File: src/rtl/int8_dot_product_requantize_assert.svh
// ----------------------------------------------------------------------------
// int8_dot_product_requantize assertion macros
// Clocked on clock, quiet while reset is high.
// ----------------------------------------------------------------------------
`ifndef INT8_DOT_PRODUCT_REQUANTIZE_ASSERT_SVH
`define INT8_DOT_PRODUCT_REQUANTIZE_ASSERT_SVH

// Consequent must hold in the same cycle as the antecedent.
`define DPR_ASSERT_SAME(label, ante, cons, msg) \
   label: assert property (@(posedge clock) disable iff (reset) (ante) |-> (cons)) \
      else $error(msg);

// Consequent must hold in the cycle after the antecedent.
`define DPR_ASSERT_NEXT(label, ante, cons, msg) \
   label: assert property (@(posedge clock) disable iff (reset) (ante) |=> (cons)) \
      else $error(msg);

`endif

File: src/rtl/dpr_pkg.sv
`timescale 1ns / 1ps
// ----------------------------------------------------------------------------
// dpr_pkg
// Shared constants and types of the int8 dot product requantizer.
// ----------------------------------------------------------------------------
package dpr_pkg;

   localparam int MAX_ROW_LENGTH = 128;
   localparam int LANE_COUNT     = 4;
   localparam int LANES_CARRIED  = 4;

   localparam int BYTE_W   = 8;
   localparam int PROD_W   = 2 * BYTE_W;
   localparam int LSUM_W   = PROD_W + $clog2(LANES_CARRIED);
   localparam int ACC_W    = 24;
   localparam int ACC_NXT_W = ACC_W + 1;
   localparam int MAG_W    = ACC_W - 1;
   localparam int MULT_W   = 31;
   localparam int SHIFT_W  = 6;
   localparam int SCALED_W = MAG_W + MULT_W;
   localparam int ROUND_W  = 64;
   localparam int LANES_W  = 3;
   localparam int CSR_IDX_W = 1;

   localparam int PROD_MAX      = 16384;
   localparam int ACC_FIELD_MAX = (1 << (ACC_W - 1)) - 1;
   localparam int ACC_BOUND     = (PROD_MAX * MAX_ROW_LENGTH > ACC_FIELD_MAX) ?
                                  ACC_FIELD_MAX : PROD_MAX * MAX_ROW_LENGTH;
   localparam int Q_LIMIT       = 127;

   localparam logic [MULT_W-1:0]  MULT_RESET  = MULT_W'(65536);
   localparam logic [SHIFT_W-1:0] SHIFT_RESET = SHIFT_W'(16);

   localparam logic [CSR_IDX_W-1:0] CSR_SCALE_MULTIPLIER = CSR_IDX_W'(0);
   localparam logic [CSR_IDX_W-1:0] CSR_SCALE_SHIFT      = CSR_IDX_W'(1);

   typedef logic signed [BYTE_W-1:0] byte_type;

   typedef struct packed {
      logic mac_en;    // fold the accepted beat into the accumulator
      logic row_last;  // accepted beat closes the row
      logic mul_en;    // multiply magnitude by the scale
      logic out_load;  // round, shift, clamp into the output register
   } cmd_type;

endpackage

File: src/rtl/dpr_ctrl.sv
`timescale 1ns / 1ps
// ----------------------------------------------------------------------------
// dpr_ctrl
// Sequencer: accept beats, step the requantize stages, own rsp_valid.
// ----------------------------------------------------------------------------
module dpr_ctrl (
   input  logic            clock,
   input  logic            reset,
   input  logic            req_valid,
   output logic            req_ready,
   input  logic            req_row_last,
   output logic            rsp_valid,
   input  logic            rsp_ready,
   output dpr_pkg::cmd_type cmd
);
   import dpr_pkg::*;

   localparam logic [1:0] ST_IDLE  = 2'd0;
   localparam logic [1:0] ST_MUL   = 2'd1;
   localparam logic [1:0] ST_SHIFT = 2'd2;

   logic [1:0] state_ff, state_in;
   logic       rsp_valid_ff, rsp_valid_in;
   logic       accept;
   logic       out_free;

   assign req_ready = (state_ff == ST_IDLE);
   assign accept    = req_valid && req_ready;
   assign out_free  = !rsp_valid_ff || rsp_ready;
   assign rsp_valid = rsp_valid_ff;

   always_comb begin
      state_in     = state_ff;
      cmd.mac_en   = 1'b0;
      cmd.row_last = req_row_last;
      cmd.mul_en   = 1'b0;
      cmd.out_load = 1'b0;
      unique case (state_ff)
         ST_IDLE: begin
            cmd.mac_en = accept;
            if (accept && req_row_last) begin
               state_in = ST_MUL;
            end
         end
         ST_MUL: begin
            cmd.mul_en = 1'b1;
            state_in   = ST_SHIFT;
         end
         ST_SHIFT: begin
            // hold until the output register can take the result
            if (out_free) begin
               cmd.out_load = 1'b1;
               state_in     = ST_IDLE;
            end
         end
         default: begin
            state_in = ST_IDLE;
         end
      endcase
   end

   always_comb begin
      priority if (cmd.out_load) begin
         rsp_valid_in = 1'b1;
      end else if (rsp_ready) begin
         rsp_valid_in = 1'b0;
      end else begin
         rsp_valid_in = rsp_valid_ff;
      end
   end

   always_ff @(posedge clock) begin
      if (reset) begin
         state_ff     <= ST_IDLE;
         rsp_valid_ff <= 1'b0;
      end else begin
         state_ff     <= state_in;
         rsp_valid_ff <= rsp_valid_in;
      end
   end

endmodule

File: src/rtl/dpr_datapath.sv
`timescale 1ns / 1ps
// ----------------------------------------------------------------------------
// dpr_datapath
// Lane MAC, saturating accumulator, scale multiply and round/clamp stage.
// ----------------------------------------------------------------------------
module dpr_datapath (
   input  logic                              clock,
   input  logic                              reset,
   input  dpr_pkg::cmd_type                  cmd,
   input  dpr_pkg::byte_type                 act [dpr_pkg::LANES_CARRIED],
   input  dpr_pkg::byte_type                 wgt [dpr_pkg::LANES_CARRIED],
   input  logic [dpr_pkg::LANES_W-1:0]       lanes_valid,
   input  logic                              csr_wr_en,
   input  logic [dpr_pkg::CSR_IDX_W-1:0]     csr_index,
   input  logic [dpr_pkg::MULT_W-1:0]        csr_wr_data,
   output logic signed [dpr_pkg::BYTE_W-1:0] result_q,
   output logic                              clamped
);
   import dpr_pkg::*;

   logic [MULT_W-1:0]  mult_ff;
   logic [SHIFT_W-1:0] shift_ff;

   logic signed [ACC_W-1:0]     acc_ff, acc_in;
   logic signed [LSUM_W-1:0]    lane_sum;
   logic signed [ACC_NXT_W-1:0] acc_raw, acc_sat;
   logic                        neg_ff;
   logic [MAG_W-1:0]            mag_ff;
   logic [SCALED_W-1:0]         scaled_ff;

   logic [ROUND_W-1:0]  round_add, rounded, q_wide;
   logic                over;
   logic [BYTE_W-1:0]   q_mag, q_signed;
   logic signed [BYTE_W-1:0] result_q_ff;
   logic                clamped_ff;

   // Lanes beyond the valid count contribute nothing; counts above the lane
   // limit saturate to it.
   always_comb begin
      lane_sum = '0;
      for (int i = 0; i < LANES_CARRIED; i++) begin
         if ((i < LANE_COUNT) && (lanes_valid > LANES_W'(i))) begin
            lane_sum = lane_sum + LSUM_W'(act[i] * wgt[i]);
         end
      end
   end

   assign acc_raw = ACC_NXT_W'(acc_ff) + ACC_NXT_W'(lane_sum);

   always_comb begin
      priority if (acc_raw > ACC_NXT_W'(ACC_BOUND)) begin
         acc_sat = ACC_NXT_W'(ACC_BOUND);
      end else if (acc_raw < -ACC_NXT_W'(ACC_BOUND)) begin
         acc_sat = -ACC_NXT_W'(ACC_BOUND);
      end else begin
         acc_sat = acc_raw;
      end
   end

   assign acc_in = cmd.row_last ? '0 : ACC_W'(acc_sat);

   always_ff @(posedge clock) begin
      if (reset) begin
         acc_ff   <= '0;
         mult_ff  <= MULT_RESET;
         shift_ff <= SHIFT_RESET;
      end else begin
         if (cmd.mac_en) begin
            acc_ff <= acc_in;
         end
         if (csr_wr_en) begin
            unique case (csr_index)
               CSR_SCALE_MULTIPLIER: mult_ff  <= csr_wr_data;
               CSR_SCALE_SHIFT:      shift_ff <= csr_wr_data[SHIFT_W-1:0];
               default: begin
               end
            endcase
         end
      end
   end

   // Capture sign and magnitude of the finished row.
   always_ff @(posedge clock) begin
      if (cmd.mac_en && cmd.row_last) begin
         neg_ff <= acc_sat[ACC_NXT_W-1];
         mag_ff <= acc_sat[ACC_NXT_W-1] ? MAG_W'(-acc_sat) : MAG_W'(acc_sat);
      end
      if (cmd.mul_en) begin
         scaled_ff <= SCALED_W'(mag_ff) * SCALED_W'(mult_ff);
      end
   end

   // Round half away from zero on the magnitude, then shift and clamp.
   assign round_add = (shift_ff == '0) ? '0 :
                      (ROUND_W'(1) << (shift_ff - SHIFT_W'(1)));
   assign rounded   = ROUND_W'(scaled_ff) + round_add;
   assign q_wide    = rounded >> shift_ff;
   assign over      = q_wide > ROUND_W'(Q_LIMIT);
   assign q_mag     = over ? BYTE_W'(Q_LIMIT) : q_wide[BYTE_W-1:0];
   assign q_signed  = neg_ff ? (~q_mag + BYTE_W'(1)) : q_mag;

   always_ff @(posedge clock) begin
      if (cmd.out_load) begin
         result_q_ff <= q_signed;
         clamped_ff  <= over;
      end
   end

   assign result_q = result_q_ff;
   assign clamped  = clamped_ff;

endmodule

File: src/rtl/int8_dot_product_requantize.sv
`timescale 1ns / 1ps
// Timing: a beat without row_last is absorbed in its accept cycle; a row_last
//   beat passes the magnitude register, the scale multiply register and the
//   round/clamp output register, and waits longer if the output is stalled.
// Throughput: one beat per cycle inside a row; after a row end no beat is taken
//   until the registered 23x31 scale multiply and round/shift stage finish.
// Reset: synchronous, active high; clears the accumulator, loads the scale
//   registers with their defaults (65536, 16) and drops rsp_valid.
// ----------------------------------------------------------------------------
// int8_dot_product_requantize
// Four-lane int8 MAC over a row, then fixed-point requantize to int8.
// ----------------------------------------------------------------------------
module int8_dot_product_requantize (
   input  logic                               clock,
   input  logic                               reset,
   // request channel: one beat carries up to four activation/weight pairs
   input  logic                               req_valid,
   output logic                               req_ready,
   input  logic signed [dpr_pkg::BYTE_W-1:0]  req_act_lane0,
   input  logic signed [dpr_pkg::BYTE_W-1:0]  req_act_lane1,
   input  logic signed [dpr_pkg::BYTE_W-1:0]  req_act_lane2,
   input  logic signed [dpr_pkg::BYTE_W-1:0]  req_act_lane3,
   input  logic signed [dpr_pkg::BYTE_W-1:0]  req_wgt_lane0,
   input  logic signed [dpr_pkg::BYTE_W-1:0]  req_wgt_lane1,
   input  logic signed [dpr_pkg::BYTE_W-1:0]  req_wgt_lane2,
   input  logic signed [dpr_pkg::BYTE_W-1:0]  req_wgt_lane3,
   input  logic [dpr_pkg::LANES_W-1:0]        req_lanes_valid,
   input  logic                               req_row_last,
   // response channel: one beat per finished row
   output logic                               rsp_valid,
   input  logic                               rsp_ready,
   output logic signed [dpr_pkg::BYTE_W-1:0]  rsp_result_q,
   output logic                               rsp_clamped,
   // configuration writes
   input  logic                               csr_wr_en,
   input  logic [dpr_pkg::CSR_IDX_W-1:0]      csr_index,
   input  logic [dpr_pkg::MULT_W-1:0]         csr_wr_data
);
   import dpr_pkg::*;

`include "int8_dot_product_requantize_assert.svh"

   cmd_type  cmd;
   byte_type act [LANES_CARRIED];
   byte_type wgt [LANES_CARRIED];

   // Gather the lane ports into arrays for the MAC.
   assign act[0] = req_act_lane0;
   assign act[1] = req_act_lane1;
   assign act[2] = req_act_lane2;
   assign act[3] = req_act_lane3;
   assign wgt[0] = req_wgt_lane0;
   assign wgt[1] = req_wgt_lane1;
   assign wgt[2] = req_wgt_lane2;
   assign wgt[3] = req_wgt_lane3;

   // Sequencer: takes beats while idle, walks a row end through the
   // multiply and round stages, and holds the result until it is taken.
   dpr_ctrl u_ctrl (
      .clock        (clock),
      .reset        (reset),
      .req_valid    (req_valid),
      .req_ready    (req_ready),
      .req_row_last (req_row_last),
      .rsp_valid    (rsp_valid),
      .rsp_ready    (rsp_ready),
      .cmd          (cmd)
   );

   // Datapath: lane products, saturating accumulator, scale registers,
   // multiply register and the output register.
   dpr_datapath u_datapath (
      .clock       (clock),
      .reset       (reset),
      .cmd         (cmd),
      .act         (act),
      .wgt         (wgt),
      .lanes_valid (req_lanes_valid),
      .csr_wr_en   (csr_wr_en),
      .csr_index   (csr_index),
      .csr_wr_data (csr_wr_data),
      .result_q    (rsp_result_q),
      .clamped     (rsp_clamped)
   );

   // A row end leaves the sequencer busy for the requantize stages.
   `DPR_ASSERT_NEXT(a_last_blocks, req_valid && req_ready && req_row_last, !req_ready, "row end did not stall the request channel")
   // A mid-row beat never stalls the next one.
   `DPR_ASSERT_NEXT(a_mid_row_flows, req_valid && req_ready && !req_row_last, req_ready, "mid-row beat stalled the request channel")
   // A fresh result is only loaded from the round stage, never while idle.
   `DPR_ASSERT_SAME(a_rsp_from_round, $rose(rsp_valid), $past(!req_ready), "result appeared without a row end in flight")

endmodule

File: config.mk
export PLATFORM = sky130hd
export DESIGN_NAME = int8_dot_product_requantize
export DESIGN_NICKNAME = d
export VERILOG_FILES = /design/src/rtl/dpr_pkg.sv /design/src/rtl/dpr_ctrl.sv /design/src/rtl/dpr_datapath.sv /design/src/rtl/int8_dot_product_requantize.sv
export VERILOG_INCLUDE_DIRS = /design/src /design/src/rtl
export SDC_FILE = /design/constraint.sdc
export NUM_CORES = 2
export LEC_CHECK = 0
export BUFFER_PORTS_ARGS = -buffer_cell sky130_fd_sc_hd__buf_2
export CAP_MARGIN = 20
export CORE_MARGIN = 1.5
export CORE_UTILIZATION = 35
export CTS_BUF_LIST = sky130_fd_sc_hd__clkbuf_8
export DETAILED_ROUTE_END_ITERATION = 10
export PLACE_DENSITY = 0.54
export SLEW_MARGIN = 40
export SYNTH_ARGS = -nofsm -noshare
export SYNTH_HDL_FRONTEND = slang
export SYNTH_SLANG_ARGS = --single-unit
File: constraint.sdc
create_clock -name clock -period 30.1 [get_ports clock]
set_clock_uncertainty 0.2 [all_clocks]
set_input_delay 3.01 -clock clock [delete_from_list [all_inputs] [get_ports clock]]
set_output_delay 3.01 -clock clock [all_outputs]
set_load 0.02 [all_outputs]
# Word-level counts from Yosys, hierarchy flattened
# Cells that the tools add are included.
# word_totals
ff_bits	151
elab_cells	69
in_bits	105
output_inout_bits	11
# op_classes
mux	20
reduce_logical	11
addsub	8
bitwise_logic	2
eq_ne	4
mul	5
shift	2
magnitude_cmp	7
# ops
operator	count
18-bit 2-to-1 mux	4
54-bit by 64-bit adder with 64-bit output	1
64-bit by 7-bit greater-than comparator with 1-bit output (second input constant)	1
8-bit by 8-bit multiplier with 16-bit output	4
64-bit 2-to-1 mux	1
1-bit by 6-bit << shifter with 64-bit output (first input constant)	1
64-bit by 6-bit >> shifter with 64-bit output	1
18-bit adder	3
23-bit by 31-bit multiplier with 54-bit output	1
25-bit 2-to-1 mux	2
24-bit by 18-bit adder with 25-bit output	1
25-bit by 23-bit greater-than comparator with 1-bit output (second input constant)	1
25-bit by 22-bit < comparator with 1-bit output (second input constant)	1
24-bit 2-to-1 mux	1
23-bit 2-to-1 mux	1
23-bit negation	1
8-bit 2-to-1 mux	2
8-bit by 1-bit adder with 8-bit output (second input constant)	1
8-bit NOT	1
3-bit by 1-bit greater-than comparator with 1-bit output (second input constant)	2
3-bit by 2-bit greater-than comparator with 1-bit output (second input constant)	2
6-bit zero test	1
1-bit 2-to-1 mux	6
2-bit case mux with 3 select lines	1
other kinds (13)	18

# Longest topological paths before layout
# logic_depth
ltp_word	14
mapped_depth	64
mapped_depth_nobuf	64

# Modules after synthesis
# Synthesis repeated with hierarchy kept, for this count alone.
# hier_totals
hier_cells	5766
hier_area_um2	49304.8
# modules_own_cells
mod	area_each_um2	cells_each	n_inst	seq_area_each_um2
dpr_datapath	49148.4	5751	1	3833.7
dpr_ctrl	156.4	15	1	60.1

# Least setup slack after synthesis
# OpenSTA, ideal clock, no wires.
# synth_path
kind	input to register
start	in req_act_lane0[5] (netlist name)
end	reg u_datapath.mag_ff[20] (data pin)
setup_slack_ps	15984
setup_time_ps	270
required_time_ps	29630
path_buffers	0
stages	58
arrival_time_ps	13646
cell_sequence	and2_1 -> fa_1 -> inv_1 -> fa_1 -> inv_1 -> fa_1 -> inv_1 -> fa_1 -> inv_1 -> ha_1 -> inv_1 -> nor2_1 -> nor2_1 -> xnor2_1 -> nor2_1 -> ha_1 -> a21boi_0 -> o21ai_0 -> [22 not listed] -> o31ai_1 -> o41ai_1 -> o21ai_0 -> xor2_1 -> nand4_1 -> ha_1 -> nor2_1 -> and2_1 -> inv_1 -> ha_1 -> nand2_1 -> nor3_1 -> nand3b_1 -> nor2_1 -> nand2_1 -> o31ai_1 -> xor2_1 -> o21ai_0
# synth_via
elab_chain_cells	14
elab_cells_between_ends	15
cone_classes	add/sub: 5; mul: 1; order compare: 2; mux: 7
# synth_rtl
item	line_no	rtl
start, declared	int8_dot_product_requantize.sv:19	input logic signed [dpr_pkg::BYTE_W-1:0] req_act_lane0,
8-bit by 8-bit multiplier with 16-bit output *	dpr_datapath.sv:43	lane_sum = lane_sum + LSUM_W'(act[i] * wgt[i]);
18-bit 2-to-1 mux *	dpr_datapath.sv:42	if ((i < LANE_COUNT) && (lanes_valid > LANES_W'(i))) begin
18-bit adder	dpr_datapath.sv:43	
18-bit 2-to-1 mux *	dpr_datapath.sv:42	
18-bit adder	dpr_datapath.sv:43	
18-bit 2-to-1 mux *	dpr_datapath.sv:42	
18-bit adder	dpr_datapath.sv:43	
18-bit 2-to-1 mux *	dpr_datapath.sv:42	
24-bit by 18-bit adder with 25-bit output *	dpr_datapath.sv:48	assign acc_raw = ACC_NXT_W'(acc_ff) + ACC_NXT_W'(lane_sum);
25-bit by 22-bit < comparator with 1-bit output	dpr_datapath.sv:53	end else if (acc_raw < -ACC_NXT_W'(ACC_BOUND)) begin
25-bit 2-to-1 mux	dpr_datapath.sv:53	
25-bit 2-to-1 mux *	dpr_datapath.sv:51	priority if (acc_raw > ACC_NXT_W'(ACC_BOUND)) begin
named net u_datapath.acc_sat[0]	dpr_datapath.sv:26	logic signed [ACC_NXT_W-1:0] acc_raw, acc_sat;
23-bit negation *	dpr_datapath.sv:86	mag_ff <= acc_sat[ACC_NXT_W-1] ? MAG_W'(-acc_sat) : MAG_W'(acc_sat);
23-bit 2-to-1 mux *	dpr_datapath.sv:86	
end signal, assigned	dpr_datapath.sv:86	
end, declared	dpr_datapath.sv:28	logic [MAG_W-1:0] mag_ff;
# The timed path passes the listed nets; every way through them passes the cells marked *.
# A chain may end at the register's enable or synchronous reset.

# Worst setup path in the final report
# Same ends and word-level chain as after synthesis.

==> impl_metrics.toml <==
[yosys]
synth_cells = 5977
ys.flop_type = "edfxtp_1"
synth_edf_count = 87
netlist-cell-type-count = 95
yosys.cell_count.top_type = "inv_1"
synthTopCellsByArea = "fa_1 34%, ha_1 11%, inv_1 7.7%"
synth_top_area_cell = "fa_1"
yosysWarnings = 0
async_reset_ff_share_pct = 0
avgSynthCellArea_sq_um = 8.273
synth_top_cell_area_share_pct = 33.64
seq_area_frac_synth_pct = 7.874
synth_seq_cells = 151
synthTopCellsByCount = "1010 x inv_1, 923 x nand2_1, 831 x fa_1"
syn_area_sq_um = 49450
syn-num-nets = 7340

[setup_path]
arrival_ns = 15.48
crit_type = "primary input to flip-flop"
crit_slowest_cell = "xnor2_1"
critPathLaunchType = "primary input"
path_max_fanout = 8
end_kind = "flip-flop"
crit_required_ns = 30.25
worst_path_largest_cell_delay_ns = 0.61

[routing]
vias = 41130
drt_iter0_drc = 2792
via_per_inst = 5.264
drt-total-wl_mm = 148.6
avgRoutedWirePerCell_um = 19.02
postRouteAntennaNets = 0
firstDrtPassIters = 6
drcViolationCount = 0

[clock_tree]
path_clk_slew_ns = 0.14
cts_tree = "yes"
postCtsSetupBuffers = 0
cts_root_buffer = "clkbuf_8"
cts.sinks = 151
ctsLongestPathBuffers = 2
cts_resized = 0
numCtsBuffers = 17
clkLatencyLatePin_ns = 0.62
holdBufCountCts = 0
cts.htree.levels = 4

[sta]
fmax_mhz = 65.25
period_share_pct = 50.91
tightestPinTransition_ns = 0.8846
finalSetupViolCount = 0
fin_crit_ns = 15.32
slew_headroom_pct = 40.25
finalHoldViolations = 0
drv_slew = 0
grt_setup_unrepaired = "false"
fin_setup_tns_ns = 0

[floorplanning]
die-area_sq_um = 143500
coreArea_sq_um = 139900
ios = 116
initial_utilization_pct = 35.35
rows = 137
dieWidth_um = 378.9
die_h_um = 378.9

[cells_and_area]
area_growth_pct = 6.035
layout-drive-gt1-share_pct = 5.627
post-route-util_pct = 37.49
nNetsFinal = 7286

[grt]
antenna_found_initial = 5
grt_pass1_vias = 41810
grt_max_degree = 65
grt-ovfl-total = 0
grt_use_total_pct = 21.15
grt_pass1_wl_mm = 238.4

[worst_hold_path]
min_path_type = "flip-flop to flip-flop"

[placement]
finalWeightedCongestion = 0.9182
portBuffers = 115
hpwl_mm = 114.1

[outcome]
status = "completed"

[run]
drv_cap = 0
==> worst paths after layout <==
path                           from                        to  slack [ns]  cells past startpoint
min reg2reg  u_datapath.mult_ff[20]    u_datapath.mult_ff[20]        0.27                      2
max reg2reg    u_datapath.mag_ff[5]  u_datapath.scaled_ff[52]       20.20                     29
min          u_datapath.mult_ff[20]    u_datapath.mult_ff[20]        0.27                      2
max                req_act_lane0[5]     u_datapath.mag_ff[20]       14.78                     59
==> metrics by stage <==
stage / setup WS (ns) / instances / hold slack [ns] / cell area (sq um)
global route: 13.77 / 7814 / 0.3078 / 52430
global placement: 14.56 / 7780 / 0.2481 / 51990
finish: 14.78 / 7814 / 0.2670 / 52430
CTS: 14.98 / 7812 / 0.2735 / 52430
detailed placement: 14.33 / 7780 / 0.2550 / 52000
floorplan: 15.98 / 5977 / 0.2714 / 49450
==> layout by cell type (no fill, tap or decap), types with 50 or more instances in the layout <==
cell      count
buf_4        78
a21oi_1     290
o21bai_1     52
nor3_1       66
inv_1      1009
edfxtp_1     87
nand2_1     923
a21o_1       61
ha_1        427
and2_1      342
xor2_1       50
o21ai_0     152
nand3_1      60
nor2_1      380
fa_1        831
xnor2_1     176
buf_2       115
mux2i_1      54
nand2b_1     56
dfxtp_1      52
==> cell families after synthesis <==
group | Yosys count | synth area share, %
DFF | 151 | 7.874
muxes | 99 | 2.414
AOI/OAI and AO/OA | 944 | 12.69
buffers and inverters | 1278 | 9.719
adders and majority gates | 1258 | 44.45
and+or+nand+nor | 2021 | 18.85
xor gates and xnor gates | 226 | 4.003
==> state kept, by name, summed over array words and instances (netlist names) <==
| name | count |
|---|---|
| u_ctrl.rsp_valid | 1 |
| u_ctrl.state_ff | 2 |
| u_datapath.acc_ff | 24 |
| u_datapath.clamped | 1 |
| u_datapath.mag_ff | 23 |
| u_datapath.mult_ff | 31 |
| u_datapath.neg_ff | 1 |
| u_datapath.result_q | 8 |
| u_datapath.scaled_ff | 54 |
| u_datapath.shift_ff | 6 |
==> area by class of cell <==
class                   count  area (sq um)
fillers                 14700         87440
multi-input cells        4548         40780
flip-flops and latches    151          3909
inverters                1011          3795
well taps                1876          2347
repair buffers            194          1172
clock buffers              17         234.0
clock inverters            15         188.9
diodes                      2         5.005
==> metal layers <==
| metal | global-route usage (%) | vias to the layer above | part of all wire [%] |
|---|---|---|---|
| met5 | 0 | - | 0.0087 |
| met4 | 5.660 | 2 | 2.7 |
| met3 | 2.179 | 216 | 5.4 |
| met2 | 35.16 | 1202 | 47 |
| met1 | 29.18 | 20660 | 45 |
| li1 | - | 19050 | - |
==> worst max-delay path, delay by kind of cell <==
| family | cells | cell delay (ns) |
|---|---|---|
| fa+ha+maj | 11 | 4.21 |
| compound gates | 15 | 3.34 |
| simple gates | 17 | 2.54 |
| xor+xnor | 7 | 1.55 |
| buf+inv | 8 | 0.56 |
| mux | 1 | 0.27 |
Power is left out: the tool's default activity adds up to more than one toggle a clock period on the data nets, which glitch-free logic cannot reach.
